[config.mk]
export PLATFORM = sky130hd
export DESIGN_NAME = crf_marginal_normalizer_top
export DESIGN_NICKNAME = d
export VERILOG_FILES = /design/src/rtl/core/crfmn_pkg.sv /design/src/rtl/core/crfmn_exp.sv /design/src/rtl/core/crf_marginal_normalizer_top.sv
export SDC_FILE = /design/constraint.sdc
export NUM_CORES = 2
export LEC_CHECK = 0
export ABC_CLOCK_PERIOD_IN_PS = 10500
export BUFFER_PORTS_ARGS = -buffer_cell sky130_fd_sc_hd__buf_2
export CORE_ASPECT_RATIO = 0.6
export CORE_MARGIN = 2
export CORE_UTILIZATION = 52
export CTS_BUF_LIST = sky130_fd_sc_hd__clkbuf_2 sky130_fd_sc_hd__clkbuf_4 sky130_fd_sc_hd__clkbuf_8
export CTS_CLUSTER_DIAMETER = 30
export DETAILED_ROUTE_END_ITERATION = 10
export GPL_TIMING_DRIVEN = 0
export PLACE_DENSITY = 0.68
export SLEW_MARGIN = 20
export SYNTH_ARGS = -nofsm -noshare
export SYNTH_HDL_FRONTEND = slang
export SYNTH_HIERARCHICAL = 1
export SYNTH_SLANG_ARGS = --single-unit
[constraint.sdc]
create_clock -name clk -period 10.5 [get_ports clk]
set_clock_uncertainty 0.1 [all_clocks]
set_input_delay 1.575 -clock clk [delete_from_list [all_inputs] [get_ports clk]]
set_output_delay 1.575 -clock clk [all_outputs]
set_load 0.01 [all_outputs]
[src/rtl/core/crfmn_pkg.sv]
`default_nettype none
// ----------------------------------------------------------------------------
// crfmn_pkg: shared types and tables of the chain-CRF normalizer
// Transfer payload structs, opcodes, state encoding and the exp/ln tables.
// ----------------------------------------------------------------------------
package crfmn_pkg;

	localparam int MAX_TAGS   = 64;
	localparam int SCORE_BITS = 24;
	localparam int TAG_W      = $clog2(MAX_TAGS);
	localparam int CNT_W      = $clog2(MAX_TAGS + 1);
	localparam int ROW_W      = SCORE_BITS + 1;
	localparam int D_W        = ROW_W + 1;
	localparam int V_W        = 25;
	localparam int SUM_W      = V_W + TAG_W;
	localparam int LN_W       = 16;
	localparam int LL_W       = 32;
	localparam int NSH_W      = $clog2(TAG_W + 1);
	localparam int LN2_Q16    = 45426;
	localparam int EXP_STEPS  = 12;
	localparam int LN_STEPS   = 14;

	typedef enum logic [1:0] {
		OP_START  = 2'd0,
		OP_PATH   = 2'd1,
		OP_MARG   = 2'd2,
		OP_FINISH = 2'd3
	} opcode_t;

	typedef enum logic {
		KIND_MARG = 1'b0,
		KIND_LL   = 1'b1
	} kind_t;

	typedef struct packed {
		opcode_t                       opcode;
		logic signed [SCORE_BITS-1:0]  forward_score;
		logic signed [SCORE_BITS-1:0]  backward_score;
		logic signed [SCORE_BITS-1:0]  path_score;
		logic                          row_end;
	} in_item_t;

	typedef struct packed {
		kind_t                  kind;
		logic [5:0]             tag_index;
		logic [16:0]            marginal;
		logic signed [LL_W-1:0] loglik;
		logic                   final_item;
	} out_item_t;

	typedef enum logic [3:0] {
		ST_IDLE,
		ST_SUM_RD,
		ST_SUM_GO,
		ST_SUM_WAIT,
		ST_LN_NORM,
		ST_LN_STEP,
		ST_LN_FIN,
		ST_LSE,
		ST_MRG_RD,
		ST_MRG_GO,
		ST_MRG_WAIT,
		ST_MRG_EMIT
	} state_t;

	// exp(-k), Q.24
	function automatic logic [V_W-1:0] exp_int(input logic [3:0] k);
		logic [V_W-1:0] r;
		unique case (k)
			4'd0:    r = 25'd16777216;
			4'd1:    r = 25'd6171993;
			4'd2:    r = 25'd2270549;
			4'd3:    r = 25'd835288;
			4'd4:    r = 25'd307285;
			4'd5:    r = 25'd113044;
			4'd6:    r = 25'd41587;
			4'd7:    r = 25'd15299;
			4'd8:    r = 25'd5628;
			4'd9:    r = 25'd2070;
			4'd10:   r = 25'd762;
			4'd11:   r = 25'd280;
			default: r = '0;
		endcase
		return r;
	endfunction

	// exp(-2^-(j+1)), Q.24
	function automatic logic [23:0] exp_frac(input logic [3:0] j);
		logic [23:0] r;
		unique case (j)
			4'd0:    r = 24'd10175896;
			4'd1:    r = 24'd13066109;
			4'd2:    r = 24'd14805841;
			4'd3:    r = 24'd15760736;
			4'd4:    r = 24'd16261035;
			4'd5:    r = 24'd16517109;
			4'd6:    r = 24'd16646655;
			4'd7:    r = 24'd16711808;
			4'd8:    r = 24'd16744480;
			4'd9:    r = 24'd16760840;
			4'd10:   r = 24'd16769026;
			4'd11:   r = 24'd16773121;
			default: r = '0;
		endcase
		return r;
	endfunction

	// ln(1 + 2^-j), Q.16, j = 1..14
	function automatic logic [14:0] ln_step(input logic [3:0] j);
		logic [14:0] r;
		unique case (j)
			4'd1:    r = 15'd26573;
			4'd2:    r = 15'd14624;
			4'd3:    r = 15'd7719;
			4'd4:    r = 15'd3973;
			4'd5:    r = 15'd2017;
			4'd6:    r = 15'd1016;
			4'd7:    r = 15'd510;
			4'd8:    r = 15'd255;
			4'd9:    r = 15'd128;
			4'd10:   r = 15'd64;
			4'd11:   r = 15'd32;
			4'd12:   r = 15'd16;
			4'd13:   r = 15'd8;
			4'd14:   r = 15'd4;
			default: r = '0;
		endcase
		return r;
	endfunction

endpackage
`default_nettype wire

[src/rtl/core/crfmn_exp.sv]
`default_nettype none
// ----------------------------------------------------------------------------
// crfmn_exp: iterative exp(-d) unit
// Integer part from a table, then one rounded Q.24 multiply per set fraction bit.
// ----------------------------------------------------------------------------
module crfmn_exp (
	input  wire logic                        clk,
	input  wire logic                        arst_n,
	input  wire logic                        start,
	input  wire logic [crfmn_pkg::D_W-1:0]   d,
	output logic                             done,
	output logic [crfmn_pkg::V_W-1:0]        v
);

	logic                          busy_q;
	logic                          done_q;
	logic [3:0]                    j_q;
	logic [11:0]                   f_q;
	logic [crfmn_pkg::V_W-1:0]     v_q;
	logic [crfmn_pkg::D_W-13:0]    k;
	logic [48:0]                   prod;
	logic [48:0]                   rnd;

	assign k    = d[crfmn_pkg::D_W-1:12];
	assign prod = 49'(v_q) * 49'(crfmn_pkg::exp_frac(j_q));
	assign rnd  = prod + 49'(1 << 23);

	always_ff @(posedge clk or negedge arst_n) begin
		if (!arst_n) begin
			busy_q <= 1'b0;
			done_q <= 1'b0;
			j_q    <= '0;
		end else begin
			done_q <= 1'b0;
			if (start) begin
				j_q <= '0;
				if (k >= (crfmn_pkg::D_W-12)'(crfmn_pkg::EXP_STEPS)) begin
					busy_q <= 1'b0;
					done_q <= 1'b1;
				end else begin
					busy_q <= 1'b1;
				end
			end else if (busy_q) begin
				j_q <= j_q + 4'd1;
				if (j_q == 4'(crfmn_pkg::EXP_STEPS - 1)) begin
					busy_q <= 1'b0;
					done_q <= 1'b1;
				end
			end
		end
	end

	always_ff @(posedge clk) begin
		if (start) begin
			f_q <= d[11:0];
			if (k >= (crfmn_pkg::D_W-12)'(crfmn_pkg::EXP_STEPS))
				v_q <= '0;
			else
				v_q <= crfmn_pkg::exp_int(k[3:0]);
		end else if (busy_q) begin
			f_q <= {f_q[10:0], 1'b0};
			if (f_q[11])
				v_q <= rnd[48:24];
		end
	end

	assign done = done_q;
	assign v    = v_q;

endmodule
`default_nettype wire

[src/rtl/core/crf_marginal_normalizer_top.sv]
`default_nettype none
// ----------------------------------------------------------------------------
// crf_marginal_normalizer_top: chain-CRF log-likelihood seed and marginals
// Stores a row of scores, forms its log-sum-exp and emits marginals or the
// log-likelihood from a saturating accumulator.
// ----------------------------------------------------------------------------
//
//  Channel | Signals                     | Payload
//  --------+-----------------------------+---------------------------------
//  input   | in_valid, in_ready          | in_data  (crfmn_pkg::in_item_t)
//  output  | out_valid, out_ready        | out_data (crfmn_pkg::out_item_t)
//
// Any item is taken while the block is idle and the output
// register is free; a result still waiting in that register holds the input.
// A row end runs a sum pass over the row memory through the exp unit, then
// the log; a marginal row then runs a second pass that emits one marginal
// per stored tag and can wait on a stall of the output side. The exp unit
// skips its iterations for a tag 12 or more below the row maximum.
// The memory has one port, and the exp unit iterates over 12 fraction bits.
// Reset clears the row count, the row maximum and the accumulator; the row
// memory needs no clearing since only entries written in this row are read.
// ----------------------------------------------------------------------------
module crf_marginal_normalizer_top (
	input  wire logic                  clk,
	input  wire logic                  arst_n,
	input  wire logic                  in_valid,
	output logic                       in_ready,
	input  wire crfmn_pkg::in_item_t   in_data,
	output logic                       out_valid,
	input  wire logic                  out_ready,
	output crfmn_pkg::out_item_t       out_data
);

	localparam int ROW_W = crfmn_pkg::ROW_W;
	localparam int SB    = crfmn_pkg::SCORE_BITS;

	crfmn_pkg::state_t state_q, state_d;

	// Row state.
	logic [crfmn_pkg::CNT_W-1:0]   cnt_q;
	logic [crfmn_pkg::CNT_W-1:0]   idx_q;
	logic signed [ROW_W-1:0]       rmax_q;
	logic                          row_marg_q;
	logic signed [31:0]            acc_q;

	// Row memory, one synchronous port.
	logic [ROW_W-1:0]              mem [crfmn_pkg::MAX_TAGS];
	logic signed [ROW_W-1:0]       rd_s1;

	// Log-sum-exp datapath.
	logic [crfmn_pkg::SUM_W-1:0]   sum_q;
	logic [crfmn_pkg::V_W:0]       lnx_q;
	logic [crfmn_pkg::NSH_W-1:0]   lnn_q;
	logic [16:0]                   lnacc_q;
	logic [3:0]                    lnj_q;
	logic [crfmn_pkg::LN_W-1:0]    ln12_q;
	logic signed [ROW_W:0]         lse_q;
	logic [crfmn_pkg::V_W-1:0]     mv_q;

	crfmn_pkg::out_item_t          out_q;
	logic                          out_valid_q;

	logic                          in_fire;
	logic                          out_free;
	logic                          out_load;
	logic                          is_elem;
	logic signed [ROW_W-1:0]       elem;
	logic signed [32:0]            path_sum;
	logic                          exp_start;
	logic [crfmn_pkg::D_W-1:0]     exp_d;
	logic                          exp_done;
	logic [crfmn_pkg::V_W-1:0]     exp_v;
	logic                          last_idx;
	logic [crfmn_pkg::SUM_W-1:0]   sumc;
	logic [crfmn_pkg::NSH_W-1:0]   nsh;
	logic [crfmn_pkg::V_W:0]       lnt;
	logic signed [18:0]            lnm;
	logic [19:0]                   total;
	logic [ROW_W:0]                lse_d;
	logic [ROW_W+1:0]              mrg_d;
	logic [crfmn_pkg::V_W:0]       mrnd;

	assign out_free = !out_valid_q || out_ready;
	assign in_ready = (state_q == crfmn_pkg::ST_IDLE) && out_free;
	assign in_fire  = in_valid && in_ready;
	assign is_elem  = (in_data.opcode == crfmn_pkg::OP_START) ||
	                  (in_data.opcode == crfmn_pkg::OP_MARG);
	assign last_idx = (idx_q + crfmn_pkg::CNT_W'(1)) == cnt_q;

	// The output register is loaded by a finish item or by a marginal emit.
	assign out_load = (in_fire && (in_data.opcode == crfmn_pkg::OP_FINISH)) ||
	                  ((state_q == crfmn_pkg::ST_MRG_EMIT) && out_free);

	always_comb begin
		if (in_data.opcode == crfmn_pkg::OP_MARG)
			elem = ROW_W'(in_data.forward_score) + ROW_W'(in_data.backward_score);
		else
			elem = ROW_W'(in_data.backward_score);
	end

	assign path_sum = 33'(acc_q) + 33'(in_data.path_score);

	// Normalize the exp sum to [1, 2) in Q.24.
	always_comb begin
		sumc = sum_q;
		if (sum_q < crfmn_pkg::SUM_W'(1 << 24))
			sumc = crfmn_pkg::SUM_W'(1 << 24);
		nsh = '0;
		for (int b = 1; b <= crfmn_pkg::TAG_W; b++) begin
			if (sumc[24 + b])
				nsh = crfmn_pkg::NSH_W'(b);
		end
	end

	assign lnt   = lnx_q + (lnx_q >> lnj_q);
	assign lnm   = 19'(crfmn_pkg::LN2_Q16) - 19'(lnacc_q);
	assign total = 20'(lnn_q) * 20'(crfmn_pkg::LN2_Q16)
	             + ((lnm < 0) ? 20'd0 : 20'(lnm));
	assign lse_d = {rmax_q[ROW_W-1], rmax_q} + (ROW_W+1)'(ln12_q);
	assign mrg_d = {lse_q[ROW_W], lse_q} - (ROW_W+2)'(rd_s1);
	assign mrnd  = {1'b0, mv_q} + (crfmn_pkg::V_W+1)'(128);

	always_comb begin
		exp_start = 1'b0;
		exp_d     = '0;
		if (state_q == crfmn_pkg::ST_SUM_GO) begin
			exp_start = 1'b1;
			exp_d     = crfmn_pkg::D_W'(rmax_q) - crfmn_pkg::D_W'(rd_s1);
		end else if (state_q == crfmn_pkg::ST_MRG_GO) begin
			exp_start = 1'b1;
			exp_d     = mrg_d[crfmn_pkg::D_W-1:0];
		end
	end

	crfmn_exp u_exp (
		.clk    (clk),
		.arst_n (arst_n),
		.start  (exp_start),
		.d      (exp_d),
		.done   (exp_done),
		.v      (exp_v)
	);

	// Next state.
	always_comb begin
		state_d = state_q;
		unique case (state_q)
			crfmn_pkg::ST_IDLE:
				if (in_fire && is_elem && in_data.row_end)
					state_d = crfmn_pkg::ST_SUM_RD;
			crfmn_pkg::ST_SUM_RD:   state_d = crfmn_pkg::ST_SUM_GO;
			crfmn_pkg::ST_SUM_GO:   state_d = crfmn_pkg::ST_SUM_WAIT;
			crfmn_pkg::ST_SUM_WAIT:
				if (exp_done)
					state_d = last_idx ? crfmn_pkg::ST_LN_NORM : crfmn_pkg::ST_SUM_RD;
			crfmn_pkg::ST_LN_NORM:  state_d = crfmn_pkg::ST_LN_STEP;
			crfmn_pkg::ST_LN_STEP:
				if (lnj_q == 4'(crfmn_pkg::LN_STEPS))
					state_d = crfmn_pkg::ST_LN_FIN;
			crfmn_pkg::ST_LN_FIN:   state_d = crfmn_pkg::ST_LSE;
			crfmn_pkg::ST_LSE:
				state_d = row_marg_q ? crfmn_pkg::ST_MRG_RD : crfmn_pkg::ST_IDLE;
			crfmn_pkg::ST_MRG_RD:   state_d = crfmn_pkg::ST_MRG_GO;
			crfmn_pkg::ST_MRG_GO:   state_d = crfmn_pkg::ST_MRG_WAIT;
			crfmn_pkg::ST_MRG_WAIT:
				if (exp_done)
					state_d = crfmn_pkg::ST_MRG_EMIT;
			crfmn_pkg::ST_MRG_EMIT:
				if (out_free)
					state_d = last_idx ? crfmn_pkg::ST_IDLE : crfmn_pkg::ST_MRG_RD;
			default:                state_d = crfmn_pkg::ST_IDLE;
		endcase
	end

	always_ff @(posedge clk or negedge arst_n) begin
		if (!arst_n)
			state_q <= crfmn_pkg::ST_IDLE;
		else
			state_q <= state_d;
	end

	// Control registers: row count, row maximum, accumulator, output valid.
	always_ff @(posedge clk or negedge arst_n) begin
		if (!arst_n) begin
			cnt_q       <= '0;
			rmax_q      <= -(ROW_W'(1) <<< SB);
			acc_q       <= '0;
			out_valid_q <= 1'b0;
			row_marg_q  <= 1'b0;
			idx_q       <= '0;
		end else begin
			if (out_load)
				out_valid_q <= 1'b1;
			else if (out_ready)
				out_valid_q <= 1'b0;
			unique case (state_q)
				crfmn_pkg::ST_IDLE:
					if (in_fire) begin
						if (is_elem) begin
							if (cnt_q < crfmn_pkg::CNT_W'(crfmn_pkg::MAX_TAGS)) begin
								cnt_q <= cnt_q + crfmn_pkg::CNT_W'(1);
								if (elem > rmax_q)
									rmax_q <= elem;
							end
							row_marg_q <= (in_data.opcode == crfmn_pkg::OP_MARG);
							idx_q      <= '0;
						end else if (in_data.opcode == crfmn_pkg::OP_PATH) begin
							if (path_sum[32] != path_sum[31])
								acc_q <= path_sum[32] ? 32'sh8000_0000 : 32'sh7FFF_FFFF;
							else
								acc_q <= path_sum[31:0];
						end
					end
				crfmn_pkg::ST_SUM_WAIT:
					if (exp_done)
						idx_q <= last_idx ? '0 : idx_q + crfmn_pkg::CNT_W'(1);
				crfmn_pkg::ST_LSE:
					if (!row_marg_q) begin
						acc_q  <= -(32'(signed'(lse_d)));
						cnt_q  <= '0;
						rmax_q <= -(ROW_W'(1) <<< SB);
					end
				crfmn_pkg::ST_MRG_EMIT:
					if (out_free) begin
						idx_q <= idx_q + crfmn_pkg::CNT_W'(1);
						if (last_idx) begin
							cnt_q  <= '0;
							rmax_q <= -(ROW_W'(1) <<< SB);
						end
					end
				default: ;
			endcase
		end
	end

	// Row memory: written on each stored element, read every cycle.
	always_ff @(posedge clk) begin
		if (in_fire && is_elem && cnt_q < crfmn_pkg::CNT_W'(crfmn_pkg::MAX_TAGS))
			mem[cnt_q[crfmn_pkg::TAG_W-1:0]] <= elem;
		rd_s1 <= mem[idx_q[crfmn_pkg::TAG_W-1:0]];
	end

	// Datapath registers.
	always_ff @(posedge clk) begin
		unique case (state_q)
			crfmn_pkg::ST_IDLE: begin
				sum_q <= '0;
				if (in_fire && in_data.opcode == crfmn_pkg::OP_FINISH) begin
					out_q.kind       <= crfmn_pkg::KIND_LL;
					out_q.tag_index  <= '0;
					out_q.marginal   <= '0;
					out_q.loglik     <= acc_q;
					out_q.final_item <= 1'b1;
				end
			end
			crfmn_pkg::ST_SUM_WAIT:
				if (exp_done)
					sum_q <= sum_q + crfmn_pkg::SUM_W'(exp_v);
			crfmn_pkg::ST_LN_NORM: begin
				lnn_q   <= nsh;
				lnx_q   <= (crfmn_pkg::V_W+1)'(sumc >> nsh);
				lnacc_q <= '0;
				lnj_q   <= 4'd1;
			end
			crfmn_pkg::ST_LN_STEP: begin
				if (lnt <= (crfmn_pkg::V_W+1)'(1 << 25)) begin
					lnx_q   <= lnt;
					lnacc_q <= lnacc_q + 17'(crfmn_pkg::ln_step(lnj_q));
				end
				lnj_q <= lnj_q + 4'd1;
			end
			crfmn_pkg::ST_LN_FIN:
				ln12_q <= crfmn_pkg::LN_W'((total + 20'd8) >> 4);
			crfmn_pkg::ST_LSE:
				lse_q <= lse_d;
			crfmn_pkg::ST_MRG_WAIT:
				if (exp_done)
					mv_q <= exp_v;
			crfmn_pkg::ST_MRG_EMIT:
				if (out_free) begin
					out_q.kind       <= crfmn_pkg::KIND_MARG;
					out_q.tag_index  <= 6'(idx_q);
					out_q.marginal   <= mrnd[24:8];
					out_q.loglik     <= '0;
					out_q.final_item <= last_idx;
				end
			default: ;
		endcase
	end

	assign out_valid = out_valid_q;
	assign out_data  = out_q;

	// The input side is only open while no row pass runs.
	a_ready_idle: assert property (@(posedge clk) disable iff (!arst_n)
		in_ready |-> state_q == crfmn_pkg::ST_IDLE)
		else $error("input ready outside idle");

	a_cnt_bound: assert property (@(posedge clk) disable iff (!arst_n)
		cnt_q <= crfmn_pkg::CNT_W'(crfmn_pkg::MAX_TAGS))
		else $error("row count beyond capacity");

	a_exp_done: assert property (@(posedge clk) disable iff (!arst_n)
		exp_done |-> (state_q == crfmn_pkg::ST_SUM_WAIT ||
		              state_q == crfmn_pkg::ST_MRG_WAIT))
		else $error("exp result arrived with no waiting pass");

	a_emit: assert property (@(posedge clk) disable iff (!arst_n)
		(state_q == crfmn_pkg::ST_MRG_EMIT && out_free) |=>
		(out_valid_q && out_q.kind == crfmn_pkg::KIND_MARG))
		else $error("marginal not presented after emit");

endmodule
`default_nettype wire

==> impl_metrics.env <==
export IMPL_status="complete, no violations"
export IMPL_layout_drive_gt1_share=0.184
export IMPL_ys_warnings_count=6
export IMPL_cts_htree_levels=5
export IMPL_io_buffers=137
export IMPL_vias=70899
export IMPL_path_common_cell="fa_1"
export IMPL_required_ns=11.07
export IMPL_rrSetupSlack_ns=0.46
export IMPL_synth_edf_count=1835
export IMPL_nNetsFinal=9368
export IMPL_yosysUniqueCellTypes=101
export IMPL_synth_fp_nets=8779
export IMPL_pin_count=138
export IMPL_hold_path_class="primary input to asynchronous set/reset pin"
export IMPL_drc=0
export IMPL_clk_pin_slew_ns=0.07
export IMPL_grt_pass1_wl_mm=482
export IMPL_hold_viol=0
export IMPL_cts_buffer_depth=4
export IMPL_die_width_um=594
export IMPL_rows=129
export IMPL_worst_pin_slew_ns=1.26
export IMPL_cpPeakStageDelay_ns=0.79
export IMPL_startpoint_type="register"
export IMPL_fp_coreArea_um2=207000
export IMPL_dr_pass1_iters=9
export IMPL_ctsHoldBuffers=0
export IMPL_clk_latency_ns=1.00
export IMPL_setup_viol=0
export IMPL_ys_flop_type="edfxtp_1"
export IMPL_die_h_um=358
export IMPL_post_route_util=0.597
export IMPL_wire_per_inst_um=29.7
export IMPL_slew_viol_final=0
export IMPL_maxCapViolCount=0
export IMPL_cts_root_buf="clkbuf_8"
export IMPL_grt_use_total=0.317
export IMPL_route_antenna_remaining_nets=0
export IMPL_antenna_found_initial=37
export IMPL_min_period_over_period=0.956
export IMPL_avgSynthCellArea_um2=14.1
export IMPL_cts_tree="built"
export IMPL_ys_seq_elements=1958
export IMPL_grt_max_degree=67
export IMPL_max_freq_ghz=0.0996
export IMPL_critical_path_class="register to register"
export IMPL_post_cts_buffers=0
export IMPL_area_growth_synth_to_final_pct=13.6
export IMPL_num_fill_cells=15580
export IMPL_clock_sinks=1958
export IMPL_synth_area_um2=109000
export IMPL_drt_total_wl_mm=337
export IMPL_pre_cts_slack_ns=0.637
export IMPL_syn_inst=7712
export IMPL_cts_buffers=332
export IMPL_cp_arrival_ns=10.61
export IMPL_die_area_um2=213000
export IMPL_fin_ws_ns=0.462
export IMPL_min_period_ns=10.04
export IMPL_relSlewSlack=0.161
export IMPL_crit_path_top_delay_cell="clkbuf_1"
export IMPL_worstPathMaxFanout=10
export IMPL_rsz0062_at_grt="false"
export IMPL_cts_repair_resized=0
export IMPL_critPathCaptureType="register"
export IMPL_grt_overflow=0
export IMPL_yosysSeqAreaShare=0.534
export IMPL_viasPerCell=6.25
export IMPL_ys_async_sr_fraction=0.0424
export IMPL_grt_pass1_vias=68253
export IMPL_dp_hpwl_mm=257
export IMPL_start_util=0.525
export IMPL_drt_initial_drc_count=9603
export IMPL_place_congestion=0.982
placed cells by master, fill, tap and decap left out, types with 58 or more instances in the layout:
cell type	synthesis	final
a211oi_1	58	58
a21o_1	115	113
a21oi_1	293	287
and2_1	308	308
buf_16	0	77
buf_2	2	147
clkbuf_1	277	256
clkbuf_4	0	77
clkbuf_8	0	352
dfrtp_1	82	82
edfxtp_1	1835	1835
fa_1	515	515
ha_1	473	473
inv_1	722	721
mux2i_1	69	69
mux4_2	536	536
nand2_1	585	576
nand3_1	108	108
nor2_1	424	357
nor2_4	0	65
nor3_1	82	82
o21ai_0	224	212
xnor2_1	149	149
xor2_1	101	101
kinds of logic after synthesis:
group                    after synthesis  share of synthesized area
buffers and inverters               1068                     0.0371
AND/OR/NAND/NOR                     1773                     0.0779
multiplexers                         624                      0.120
flip-flops                          1958                      0.534
AO/OA/AOI/OAI                       1051                     0.0621
XOR/XNOR                             250                     0.0202
adder cells (fa/ha/maj)              988                      0.149
cell usage after synthesis, types with 69 or more instances:
cell | number | area share
edfxtp_1 | 1835 | 0.51
inv_1 | 722 | 0.025
nand2_1 | 585 | 0.020
mux4_2 | 536 | 0.11
fa_1 | 515 | 0.095
ha_1 | 473 | 0.054
nor2_1 | 424 | 0.015
and2_1 | 308 | 0.018
a21oi_1 | 293 | 0.014
clkbuf_1 | 277 | 0.0096
o21ai_0 | 224 | 0.010
xnor2_1 | 149 | 0.012
a21o_1 | 115 | 0.0079
nand3_1 | 108 | 0.0050
xor2_1 | 101 | 0.0081
dfrtp_1 | 82 | 0.019
nor3_1 | 82 | 0.0038
mux2i_1 | 69 | 0.0064
area by class of cell:
class                   count  area, um^2  share of cell area
clock inverters           164        1490              0.0121
repair buffers            255        3510              0.0285
inverters                 725        2720              0.0221
diodes                     25        62.6            0.000507
plain buffers             343        1350              0.0109
multi-input cells        4686       47400               0.384
flip-flops and latches   1958       58000               0.470
clock buffers             429        5420              0.0440
well taps                2751        3440              0.0279
registers in the layout, summed over array words and instances, names as in the netlist, 17 cells and up, named ones only:
signal / count
rmax_q: 25
lnacc_q: 17
rd_s1: 25
acc_q: 32
u_exp/v: 25
mem: 1600
mv_q: 18
lnx_q: 26
out_data: 57
sum_q: 31
lse_q: 26
critical path, delay by kind of cell (launching register included):
kind | cells | cell delay (ns)
and+or+nand+nor | 4 | 0.52
buffers and inverters | 9 | 2.20
DFF | 1 | 0.55
AOI/OAI and AO/OA | 8 | 1.72
xor gates and xnor gates | 1 | 0.28
adders and majority gates | 9 | 4.41
metrics by stage:
step | TNS [ns] | instance area (um^2) | hold slack (ns) | cells
after CTS | 0 | 123000 | 0.327 | 11309
after floorplan | 0 | 109000 | 0.366 | 7712
after global placement | -1859.04 | 113000 | 0.390 | 10600
after detailed placement | 0 | 116000 | 0.407 | 10716
after global routing | 0 | 123000 | 0.351 | 11323
final | 0 | 123000 | 0.385 | 11336
layer usage:
layer / track usage / routed length, um
met1: 0.491 / 145000
met2: 0.404 / 128000
met3: 0.136 / 55600
met4: 0.0799 / 8460
met5: 0 / 89
path summary, 6_finish.rpt:
kind                              startpoint            to  depth (start not counted)
min in group clk                   acc_q[19]     acc_q[19]                          2
max in group asynchronous             arst_n  u_exp/j_q[1]                          2
worst min-delay path                  arst_n      acc_q[7]                          1
worst max-delay path            u_exp/j_q[1]   u_exp/v[16]                         31
worst max register to register  u_exp/j_q[1]   u_exp/v[16]                         31
worst min register to register     acc_q[19]     acc_q[19]                          2
Power is left out: the tool's default activity adds up to more than one toggle a clock period on the data nets, which glitch-free logic cannot reach.
